### src/hw/rtl/flt_pkg.sv
// Shared types and constants for the Forth line tokenizer.
// No dependencies; imported by flt_lexer and forth_line_tokenizer_core.
package flt_pkg;

  localparam int unsigned LineMax = 4096;
  localparam int unsigned PosW    = 12;
  localparam int unsigned PosCapI = ((LineMax - 1) < 4095) ? (LineMax - 1) : 4095;
  localparam logic [PosW-1:0] PosCap = PosW'(PosCapI);

  localparam logic [7:0] ChNul   = 8'h00;
  localparam logic [7:0] ChTab   = 8'h09;
  localparam logic [7:0] ChLf    = 8'h0A;
  localparam logic [7:0] ChVt    = 8'h0B;
  localparam logic [7:0] ChCr    = 8'h0D;
  localparam logic [7:0] ChSpace = 8'h20;
  localparam logic [7:0] ChQuote = 8'h22;
  localparam logic [7:0] ChDot   = 8'h2E;

  typedef enum logic [1:0] {
    MODE_SKIP   = 2'd0,
    MODE_WORD   = 2'd1,
    MODE_DQSKIP = 2'd2,
    MODE_STRING = 2'd3
  } mode_e;

  typedef enum logic [2:0] {
    KIND_WORD     = 3'd0,
    KIND_DOTQUOTE = 3'd1,
    KIND_BODY     = 3'd2,
    KIND_EMPTY    = 3'd3,
    KIND_ERROR    = 3'd4
  } kind_e;

  typedef struct packed {
    logic            valid;
    kind_e           kind;
    logic [PosW-1:0] tok_start;
    logic [PosW-1:0] tok_end;
  } result_t;

  function automatic logic is_space(input logic [7:0] c);
    return (c == ChSpace) || (c == ChTab) || (c == ChCr) || (c == ChLf) || (c == ChVt);
  endfunction

endpackage

### src/hw/rtl/flt_lexer.sv
// Lexer state and combinational next-state logic for the tokenizer.
// Depends on flt_pkg (mode and kind codes, result struct).
module flt_lexer
  import flt_pkg::*;
(
  input  logic       clk_i,
  input  logic       rst_ni,
  input  logic       step_i,
  input  logic [7:0] ch_i,
  output result_t    res_o
);

  mode_e           mode_q, mode_d;
  logic [PosW-1:0] pos_q, pos_d;
  logic [PosW-1:0] word_start_q, word_start_d;
  logic [1:0]      word_len_q, word_len_d;
  logic            first_dot_q, first_dot_d;
  logic            last_quote_q, last_quote_d;
  logic [PosW-1:0] dq_start_q, dq_start_d;
  logic            is_dq;
  logic            sp;

  assign is_dq = (word_len_q == 2'd2) && first_dot_q && last_quote_q;
  assign sp    = is_space(ch_i);

  always_comb begin
    mode_d       = mode_q;
    pos_d        = (pos_q < PosCap) ? pos_q + PosW'(1) : PosCap;
    word_start_d = word_start_q;
    word_len_d   = word_len_q;
    first_dot_d  = first_dot_q;
    last_quote_d = last_quote_q;
    dq_start_d   = dq_start_q;
    res_o        = '{valid: 1'b0, kind: KIND_WORD, tok_start: pos_q, tok_end: pos_q};
    res_o.tok_start = word_start_q;

    if (ch_i == ChNul) begin
      // end of line: flush an open word, flag an open string
      if (mode_q == MODE_WORD) begin
        res_o.valid = 1'b1;
        res_o.kind  = is_dq ? KIND_DOTQUOTE : KIND_WORD;
      end else if (mode_q == MODE_STRING) begin
        res_o.valid = 1'b1;
        res_o.kind  = KIND_ERROR;
      end
      mode_d       = MODE_SKIP;
      pos_d        = '0;
      word_start_d = '0;
      word_len_d   = '0;
      first_dot_d  = 1'b0;
      last_quote_d = 1'b0;
    end else begin
      unique case (mode_q)
        MODE_WORD: begin
          if (sp) begin
            res_o.valid = 1'b1;
            if (is_dq) begin
              res_o.kind = KIND_DOTQUOTE;
              dq_start_d = word_start_q;
              mode_d     = MODE_DQSKIP;
            end else begin
              res_o.kind = KIND_WORD;
              mode_d     = MODE_SKIP;
            end
          end else begin
            if (word_len_q != 2'd3) word_len_d = word_len_q + 2'd1;
            last_quote_d = (ch_i == ChQuote);
          end
        end
        MODE_DQSKIP: begin
          if (ch_i == ChQuote) begin
            res_o.valid     = 1'b1;
            res_o.kind      = KIND_EMPTY;
            res_o.tok_start = dq_start_q;
            res_o.tok_end   = dq_start_q;
            mode_d          = MODE_SKIP;
          end else if (!sp) begin
            word_start_d = pos_q;
            mode_d       = MODE_STRING;
          end
        end
        MODE_STRING: begin
          if (ch_i == ChQuote) begin
            res_o.valid = 1'b1;
            res_o.kind  = KIND_BODY;
            mode_d      = MODE_SKIP;
          end
        end
        MODE_SKIP: begin
          if (!sp) begin
            word_start_d = pos_q;
            word_len_d   = 2'd1;
            first_dot_d  = (ch_i == ChDot);
            last_quote_d = (ch_i == ChQuote);
            mode_d       = MODE_WORD;
          end
        end
      endcase
    end
  end

  always_ff @(posedge clk_i or negedge rst_ni) begin
    if (!rst_ni) begin
      mode_q       <= MODE_SKIP;
      pos_q        <= '0;
      word_start_q <= '0;
      word_len_q   <= '0;
      first_dot_q  <= 1'b0;
      last_quote_q <= 1'b0;
      dq_start_q   <= '0;
    end else if (step_i) begin
      mode_q       <= mode_d;
      pos_q        <= pos_d;
      word_start_q <= word_start_d;
      word_len_q   <= word_len_d;
      first_dot_q  <= first_dot_d;
      last_quote_q <= last_quote_d;
      dq_start_q   <= dq_start_d;
    end
  end

endmodule

### src/hw/rtl/forth_line_tokenizer_core.sv
// Forth line tokenizer: one character per transfer, at most one token per character.
// An accepted character is held in the input register; on advance its token loads the result register.
// Throughput: one character per cycle while out_stall_i is low; the lexer update is a single shallow step.
// A stalled result register holds the input register, which then stalls the input side.
// Reset (rst_ni low, async): lexer in skip mode, position and marks zero, no valid data.
// Depends on flt_pkg and flt_lexer.
module forth_line_tokenizer_core
  import flt_pkg::*;
(
  input  logic            clk_i,
  input  logic            rst_ni,
  input  logic            in_valid_i,
  output logic            in_stall_o,
  input  logic [7:0]      ch_i,
  output logic            out_valid_o,
  input  logic            out_stall_i,
  output logic [2:0]      kind_o,
  output logic [PosW-1:0] tok_start_o,
  output logic [PosW-1:0] tok_end_o
);

  // input register
  logic            in_vld_q;
  logic [7:0]      in_ch_q;
  // result register
  logic            out_vld_q;
  kind_e           out_kind_q;
  logic [PosW-1:0] out_start_q;
  logic [PosW-1:0] out_end_q;

  logic    advance;
  logic    in_take;
  result_t res;

  // Advance the held character into the lexer whenever the result slot is
  // free or its current token is being transferred out this cycle.
  assign advance    = in_vld_q && (!out_vld_q || !out_stall_i);
  assign in_stall_o = in_vld_q && !advance;
  assign in_take    = in_valid_i && !in_stall_o;

  flt_lexer u_lexer (
    .clk_i  (clk_i),
    .rst_ni (rst_ni),
    .step_i (advance),
    .ch_i   (in_ch_q),
    .res_o  (res)
  );

  always_ff @(posedge clk_i or negedge rst_ni) begin
    if (!rst_ni) begin
      in_vld_q <= 1'b0;
    end else if (in_take) begin
      in_vld_q <= 1'b1;
    end else if (advance) begin
      in_vld_q <= 1'b0;
    end
  end

  always_ff @(posedge clk_i) begin
    if (in_take) begin
      in_ch_q <= ch_i;
    end
  end

  // Drop the valid flag once the token is taken; load a new one on advance.
  always_ff @(posedge clk_i or negedge rst_ni) begin
    if (!rst_ni) begin
      out_vld_q <= 1'b0;
    end else if (advance) begin
      out_vld_q <= res.valid;
    end else if (!out_stall_i) begin
      out_vld_q <= 1'b0;
    end
  end

  always_ff @(posedge clk_i) begin
    if (advance && res.valid) begin
      out_kind_q  <= res.kind;
      out_start_q <= res.tok_start;
      out_end_q   <= res.tok_end;
    end
  end

  assign out_valid_o = out_vld_q;
  assign kind_o      = out_kind_q;
  assign tok_start_o = out_start_q;
  assign tok_end_o   = out_end_q;

endmodule
### config.mk
export PLATFORM = sky130hd
export DESIGN_NAME = forth_line_tokenizer_core
export DESIGN_NICKNAME = d
export VERILOG_FILES = /design/src/hw/rtl/flt_pkg.sv /design/src/hw/rtl/flt_lexer.sv /design/src/hw/rtl/forth_line_tokenizer_core.sv
export SDC_FILE = /design/constraint.sdc
export NUM_CORES = 1
export LEC_CHECK = 0
export ABC_AREA = 1
export BUFFER_PORTS_ARGS = -buffer_cell sky130_fd_sc_hd__buf_2
export CORE_ASPECT_RATIO = 1.4
export CORE_MARGIN = 1.5
export CORE_UTILIZATION = 45
export DETAILED_ROUTE_END_ITERATION = 6
export GPL_TIMING_DRIVEN = 0
export SLEW_MARGIN = 5
export SYNTH_ARGS = -nofsm -noshare
export SYNTH_HDL_FRONTEND = slang
export SYNTH_SLANG_ARGS = --single-unit
export TNS_END_PERCENT = 50
### constraint.sdc
create_clock -name clk_i -period 3.9 [get_ports clk_i]
set_input_delay 0.39 -clock clk_i [delete_from_list [all_inputs] [get_ports clk_i]]
set_output_delay 0.39 -clock clk_i [all_outputs]
set_load 0.02 [all_outputs]
Yosys cells after proc, flatten, opt, wreduce, memory -nomap -nowiden --
Cells that the tools add are included.
Cells by class: bitwise logic cells 1, muxes and demuxes 38, order comparisons 1, reductions and logical operators 29, add/sub/neg operators 2, equality and inequality tests 21
Operators with widths (count):
- $mux 12 | 5
- $mux 24 | 2
- $eq 8x4->1 const B | 4
- $mux 28 | 1
- $eq 8x6->1 const B | 3
- $pmux 12 s2 | 1
- $mux 2 | 10
- $mux 4 | 5
- $reduce_and 5->1 | 3
- $add 12x1->12 const B | 1
- $lt 12x12->1 const B | 1
- $pmux 4 s3 | 1
- $mux 1 | 11
- $ne 3x2->1 const B | 3
- $reduce_and 3->1 | 3
- $logic_not 8->1 | 1
- $pmux 2 s4 | 1
- $eq 2x2->1 const B | 3
- $logic_and 1x1->1 | 6
- $ne 3x3->1 const B | 2
- $reduce_bool 2->1 | 3
- $reduce_bool 3->1 | 2
- $logic_or 1x1->1 | 5
- $logic_not 1->1 | 4
- other kinds (10) | 11
Storage, ports and cells: word-level logic and storage cells 105, output and inout port bits 29, flip-flop bits (word level) 79, input bits 12

Depth between registers and ports, before layout --
word-level depth 9, mapped depth 10, mapped depth without buffers 10

Hierarchy --
A second synthesis with hierarchy kept.
Second synthesis, totals: cells, all modules 378, area, all modules 3584.7 sq um
By module, submodules not included:
- flt_lexer | area each 2432.3 sq um, cells each 328, instances 1, sequential area each 1051.0 sq um
- forth_line_tokenizer_core | area each 1152.4 sq um, cells each 50, instances 1, sequential area each 1101.1 sq um

Least setup slack after synthesis --
Ideal clock, no wire load.
path kind reg2reg, from register out_vld_q, in the netlist out_valid_o, to register out_kind_q[0], in the netlist kind_o[0], enable pin, library setup time 0.382 ns, stages on the path, launching flop included 8, slack 1.859 ns, data arrival time 1.659 ns, required time 3.518 ns, clock period less this slack 2.041 ns, path through dfrtp_1 nand2_1 nand2_2 inv_1 nand2_4 o21ai_0 o21ai_0 inv_1
On the way: word-level cells in the longest chain between the ends 4
RTL lines:
- start, declared | RTL line forth_line_tokenizer_core.sv:26 | logic out_vld_q;
- start signal, assigned | RTL line forth_line_tokenizer_core.sv:70 | out_vld_q <= res.valid;
- $logic_not 1->1 | RTL line forth_line_tokenizer_core.sv:37 | assign advance = in_vld_q && (!out_vld_q || !out_stall_i);
- $logic_or 1x1->1 | RTL line forth_line_tokenizer_core.sv:37
- $logic_and 1x1->1 | RTL line forth_line_tokenizer_core.sv:37
- $logic_and 1x1->1 | RTL line forth_line_tokenizer_core.sv:77 | if (advance && res.valid) begin
- end signal, assigned | RTL line forth_line_tokenizer_core.sv:78 | out_kind_q <= res.kind;
- end, declared | RTL line forth_line_tokenizer_core.sv:27 | kind_e out_kind_q;
No other way between the ends. A chain may end at the register's enable or synchronous reset.

Final worst setup path --
from register in_ch_q[4], to register out_start_q[10], in the netlist tok_start_o[10], enable pin
On the way: word-level cells in the longest chain between the ends 9
RTL lines:
- start, declared | RTL line forth_line_tokenizer_core.sv:24 | logic [7:0] in_ch_q;
- start signal, assigned | RTL line forth_line_tokenizer_core.sv:61 | in_ch_q <= ch_i;
- $eq 8x6->1 / $eq 8x4->1 (equally long branches) | RTL line flt_pkg.sv:42 | return (c == ChSpace) || (c == ChTab) || (c == ChCr) || (c == ChLf) || (c == ChVt);
- $logic_or 1x1->1 (4 in series) | RTL line flt_pkg.sv:42
- $mux 4 | RTL line flt_lexer.sv:55 | if (sp) begin
- $pmux 4 s3 | RTL line flt_lexer.sv:53 | unique case (mode_q)
- $mux 4 (*) | RTL line flt_lexer.sv:37 | if (ch_i == ChNul) begin
- $logic_and 1x1->1 (*) | RTL line forth_line_tokenizer_core.sv:77
- end signal, assigned | RTL line forth_line_tokenizer_core.sv:79 | out_start_q <= res.tok_start;
- end, declared | RTL line forth_line_tokenizer_core.sv:28 | logic [PosW-1:0] out_start_q;
Mark *: on every way between the ends. The rest lies on a longest branch, timed or not.

==> results.json <==
{
  "clock-sinks": 79,
  "startpoint_type": "register",
  "path_clk_slew_ns": 0.06,
  "power_frac_comb_pct": 19.3,
  "power_frac_seq_pct": 47.6,
  "die_x_um": 80.2,
  "status": "finished clean",
  "htree_levels": 3,
  "avgSynthCellArea_um2": 9.50,
  "tns_ns": 0,
  "cts-hold-fix-buffers": 0,
  "synth_area_um2": 3750,
  "vias": 2800,
  "gp_congestion": 0.856,
  "worstMarginPinSlew_ns": 1.15,
  "swShare_pct": 29.8,
  "power.density_nw_per_um2": 528,
  "viasPerCell": 5.06,
  "dp_hpwl_um": 5430,
  "cp.required_ns": 3.85,
  "switchingPower_mw": 0.683,
  "crit_type": "reg -> reg",
  "ant_nets": 0,
  "final_max_slew_viol_count": 0,
  "cts-root-buf": "clkbuf_16",
  "setup_viol": 0,
  "p_int_mw": 1.61,
  "io_buffers": 40,
  "multi_input_area_um2": 1360,
  "arrival_ns": 2.45,
  "drc": 0,
  "row_count": 39,
  "max_stage_delay_ns": 0.88,
  "worst_path_most_repeated_cell": "o21ai_0",
  "clock_power_share_pct": 33.1,
  "cts_buffers": 9,
  "nNetsFinal": 461,
  "critPathTopFamily": "buffers and inverters",
  "slew-limit-headroom_pct": 23.3,
  "wire_per_inst_um": 13.8,
  "grt_max_degree": 45,
  "ys_seq_elements": 79,
  "initial_core_util_pct": 46.0,
  "antenna_found_initial": 0,
  "p_total_mw": 2.30,
  "min_period_ns": 2.50,
  "finalHoldViolCount": 0,
  "crit_slowest_cell": "inv_1",
  "tritoncts": "yes",
  "synth.distinct_cells": 29,
  "max-vdd-ir-drop_mv": 0.282,
  "die_area_um2": 8900,
  "cts_max_path_buffers": 2,
  "grt_overflow_total": 0,
  "fin_skew_ns": 0.00402,
  "grt_util_all_layers_pct": 19.1,
  "die_y_um": 111,
  "path_cells": "inv_2 -> nand2_1 -> nor2_4 -> nand2_4 -> o21ai_0 -> o21ai_0 -> inv_1",
  "yosysWarnings": 0,
  "areaGrowthSynthToFinish_pct": 15.9,
  "syn-num-nets": 410,
  "post_cts_buffers": 0,
  "dr.pass1.iters": 4,
  "drtIter0Drc": 190,
  "cts_resized": 0,
  "min_path_type": "in -> reg",
  "drv_cap": 0,
  "diodes": 0,
  "power_leakage_nw": 2.08,
  "grt_setup_unrepaired": "false",
  "grt_pass1_vias": 2730,
  "fill_cells": 757,
  "routed_wl_um": 7610,
  "period_share_pct": 64.1,
  "core_area_um2": 8150,
  "drive_gt1_share_pct": 23.9,
  "pin_count": 41,
  "fmax_mhz": 400,
  "ys_seq_area_share_pct": 57.4,
  "crit_fanout": 27,
  "grt_pass1_wl_um": 12700,
  "seq_area_um2": 2150,
  "cp_num_buf_inv": 2,
  "end_kind": "register",
  "worst_skew_pair.late_latency_ns": 0.34,
  "syn_inst": 395
}
stage by stage:
step	std cells	hold WS, ns	instance area (um^2)	utilization (%)	worst slack [ns]
2_1_floorplan	395	0.0944	3750	-	1.86
3_3_place_gp	537	0.459	4080	50.1	1.29
3_5_place_dp	537	0.467	4080	50.1	1.21
4_1_cts	553	0.218	4350	53.3	1.31
5_1_grt	553	0.213	4350	53.3	1.15
6_report	553	0.224	4350	53.3	1.40
layout by cell type (no fill, tap or decap), drive strengths merged:
cell        n
clkbuf     15
nor2       29
ha          3
dfrtp      44
nand3      17
xor2        2
nor3        5
o22ai       1
o21ai      75
clkinv      4
inv        42
o221ai      1
a21oi       4
buf        48
nand2     119
nand4       6
edfxtp     35
clkinvlp    1
power groups by stage:
stage / Clock (mW) / Sequential [mW] / Combinational (mW)
final: 0.760 / 1.09 / 0.444
after global placement: 0 / 1.10 / 0.434
after CTS: 0.776 / 1.09 / 0.449
after floorplan: 0 / 1.09 / 0.341
after detailed placement: 0 / 1.11 / 0.448
after global routing: 0.810 / 1.11 / 0.522
cells by family (layout without fill, tap and decap cells):
family	count (synthesis)	count (layout)	synth area share, %
flip-flops	79	79	57.4
AO/OA/AOI/OAI	81	81	12.0
AND/OR/NAND/NOR	176	176	22.7
XOR/XNOR	2	2	0.467
buffers and inverters	54	110	6.40
adder cells (fa/ha/maj)	3	3	1.00
registers in the layout (all words and copies together) (netlist names), 2 cells and up:
name	count
u_lexer.mode_q	2
in_ch_q	8
u_lexer.pos_q	12
kind_o	3
tok_start_o	12
u_lexer.word_len_q	2
u_lexer.word_start_q	12
tok_end_o	12
u_lexer.dq_start_q	12
layout make-up:
class / instances / area share (%)
Sequential cell: 79 / 49.5
Tap cell: 102 / 2.94
Clock inverter: 4 / 0.489
Clock buffer: 12 / 5.67
Multi-Input combinational cell: 262 / 31.3
Inverter: 43 / 3.71
Buffer: 11 / 1.81
Timing Repair Buffer: 40 / 4.61
metal layers:
| metal | wire (um) | global-route usage (%) |
|---|---|---|
| met1 | 3170 | 21.4 |
| met2 | 3870 | 32.6 |
| met3 | 296 | 4.12 |
| met4 | 279 | 10.8 |
| met5 | 0 | 0 |
final timing paths:
| check | from | end | slack, ns | depth (start not counted) |
|---|---|---|---|---|
| worst max-delay path | in_ch_q[4]$_DFFE_PP_ | tok_start_o[10]$_DFFE_PP_ | 1.40 | 7 |
| worst min-delay path | ch_i[6] | in_ch_q[6]$_DFFE_PP_ | 0.22 | 1 |
| worst max register to register | in_ch_q[4]$_DFFE_PP_ | tok_start_o[10]$_DFFE_PP_ | 1.40 | 7 |
| worst min register to register | u_lexer.dq_start_q[6]$_DFFE_PN0P_ | u_lexer.dq_start_q[6]$_DFFE_PN0P_ | 0.48 | 2 |
| max in group asynchronous | rst_ni | u_lexer.dq_start_q[11]$_DFFE_PN0P_ | 3.02 | 1 |
| min in group asynchronous | rst_ni | in_vld_q$_DFFE_PN0P_ | 0.24 | 1 |
worst reg2reg max path: stages, from the launching register on:
cell,delay [ns]
edfxtp_1,0.37
inv_2,0.08
nand2_1,0.09
nor2_4,0.20
nand2_4,0.13
o21ai_0,0.17
o21ai_0,0.19
inv_1,0.88
synthesized netlist by cell type:
library cell,n,area share (%)
nand2_8,1,0.53
nand4_1,6,1.0
xor2_1,2,0.47
o21ai_0,51,6.8
ha_1,3,1.0
buf_6,4,1.2
nor2_1,17,1.7
nor2_4,3,0.90
o22ai_1,1,0.17
inv_1,31,3.1
clkbuf_1,3,0.30
nand3_2,2,0.53
o21ai_2,11,2.6
edfxtp_1,35,28
nor3_1,5,0.67
nand3_1,15,2.0
inv_2,11,1.1
buf_2,3,0.40
dfrtp_1,44,29
nand2_4,5,1.5
buf_4,1,0.20
o21ai_1,13,1.7
a21oi_1,4,0.53
nand2_1,108,11
o221ai_1,1,0.23
nand2_2,5,0.83
nor2_2,7,1.2
nor2_8,2,1.1
clkinv_1,1,0.10
No activity file was read; power rests on OpenSTA's default activity.
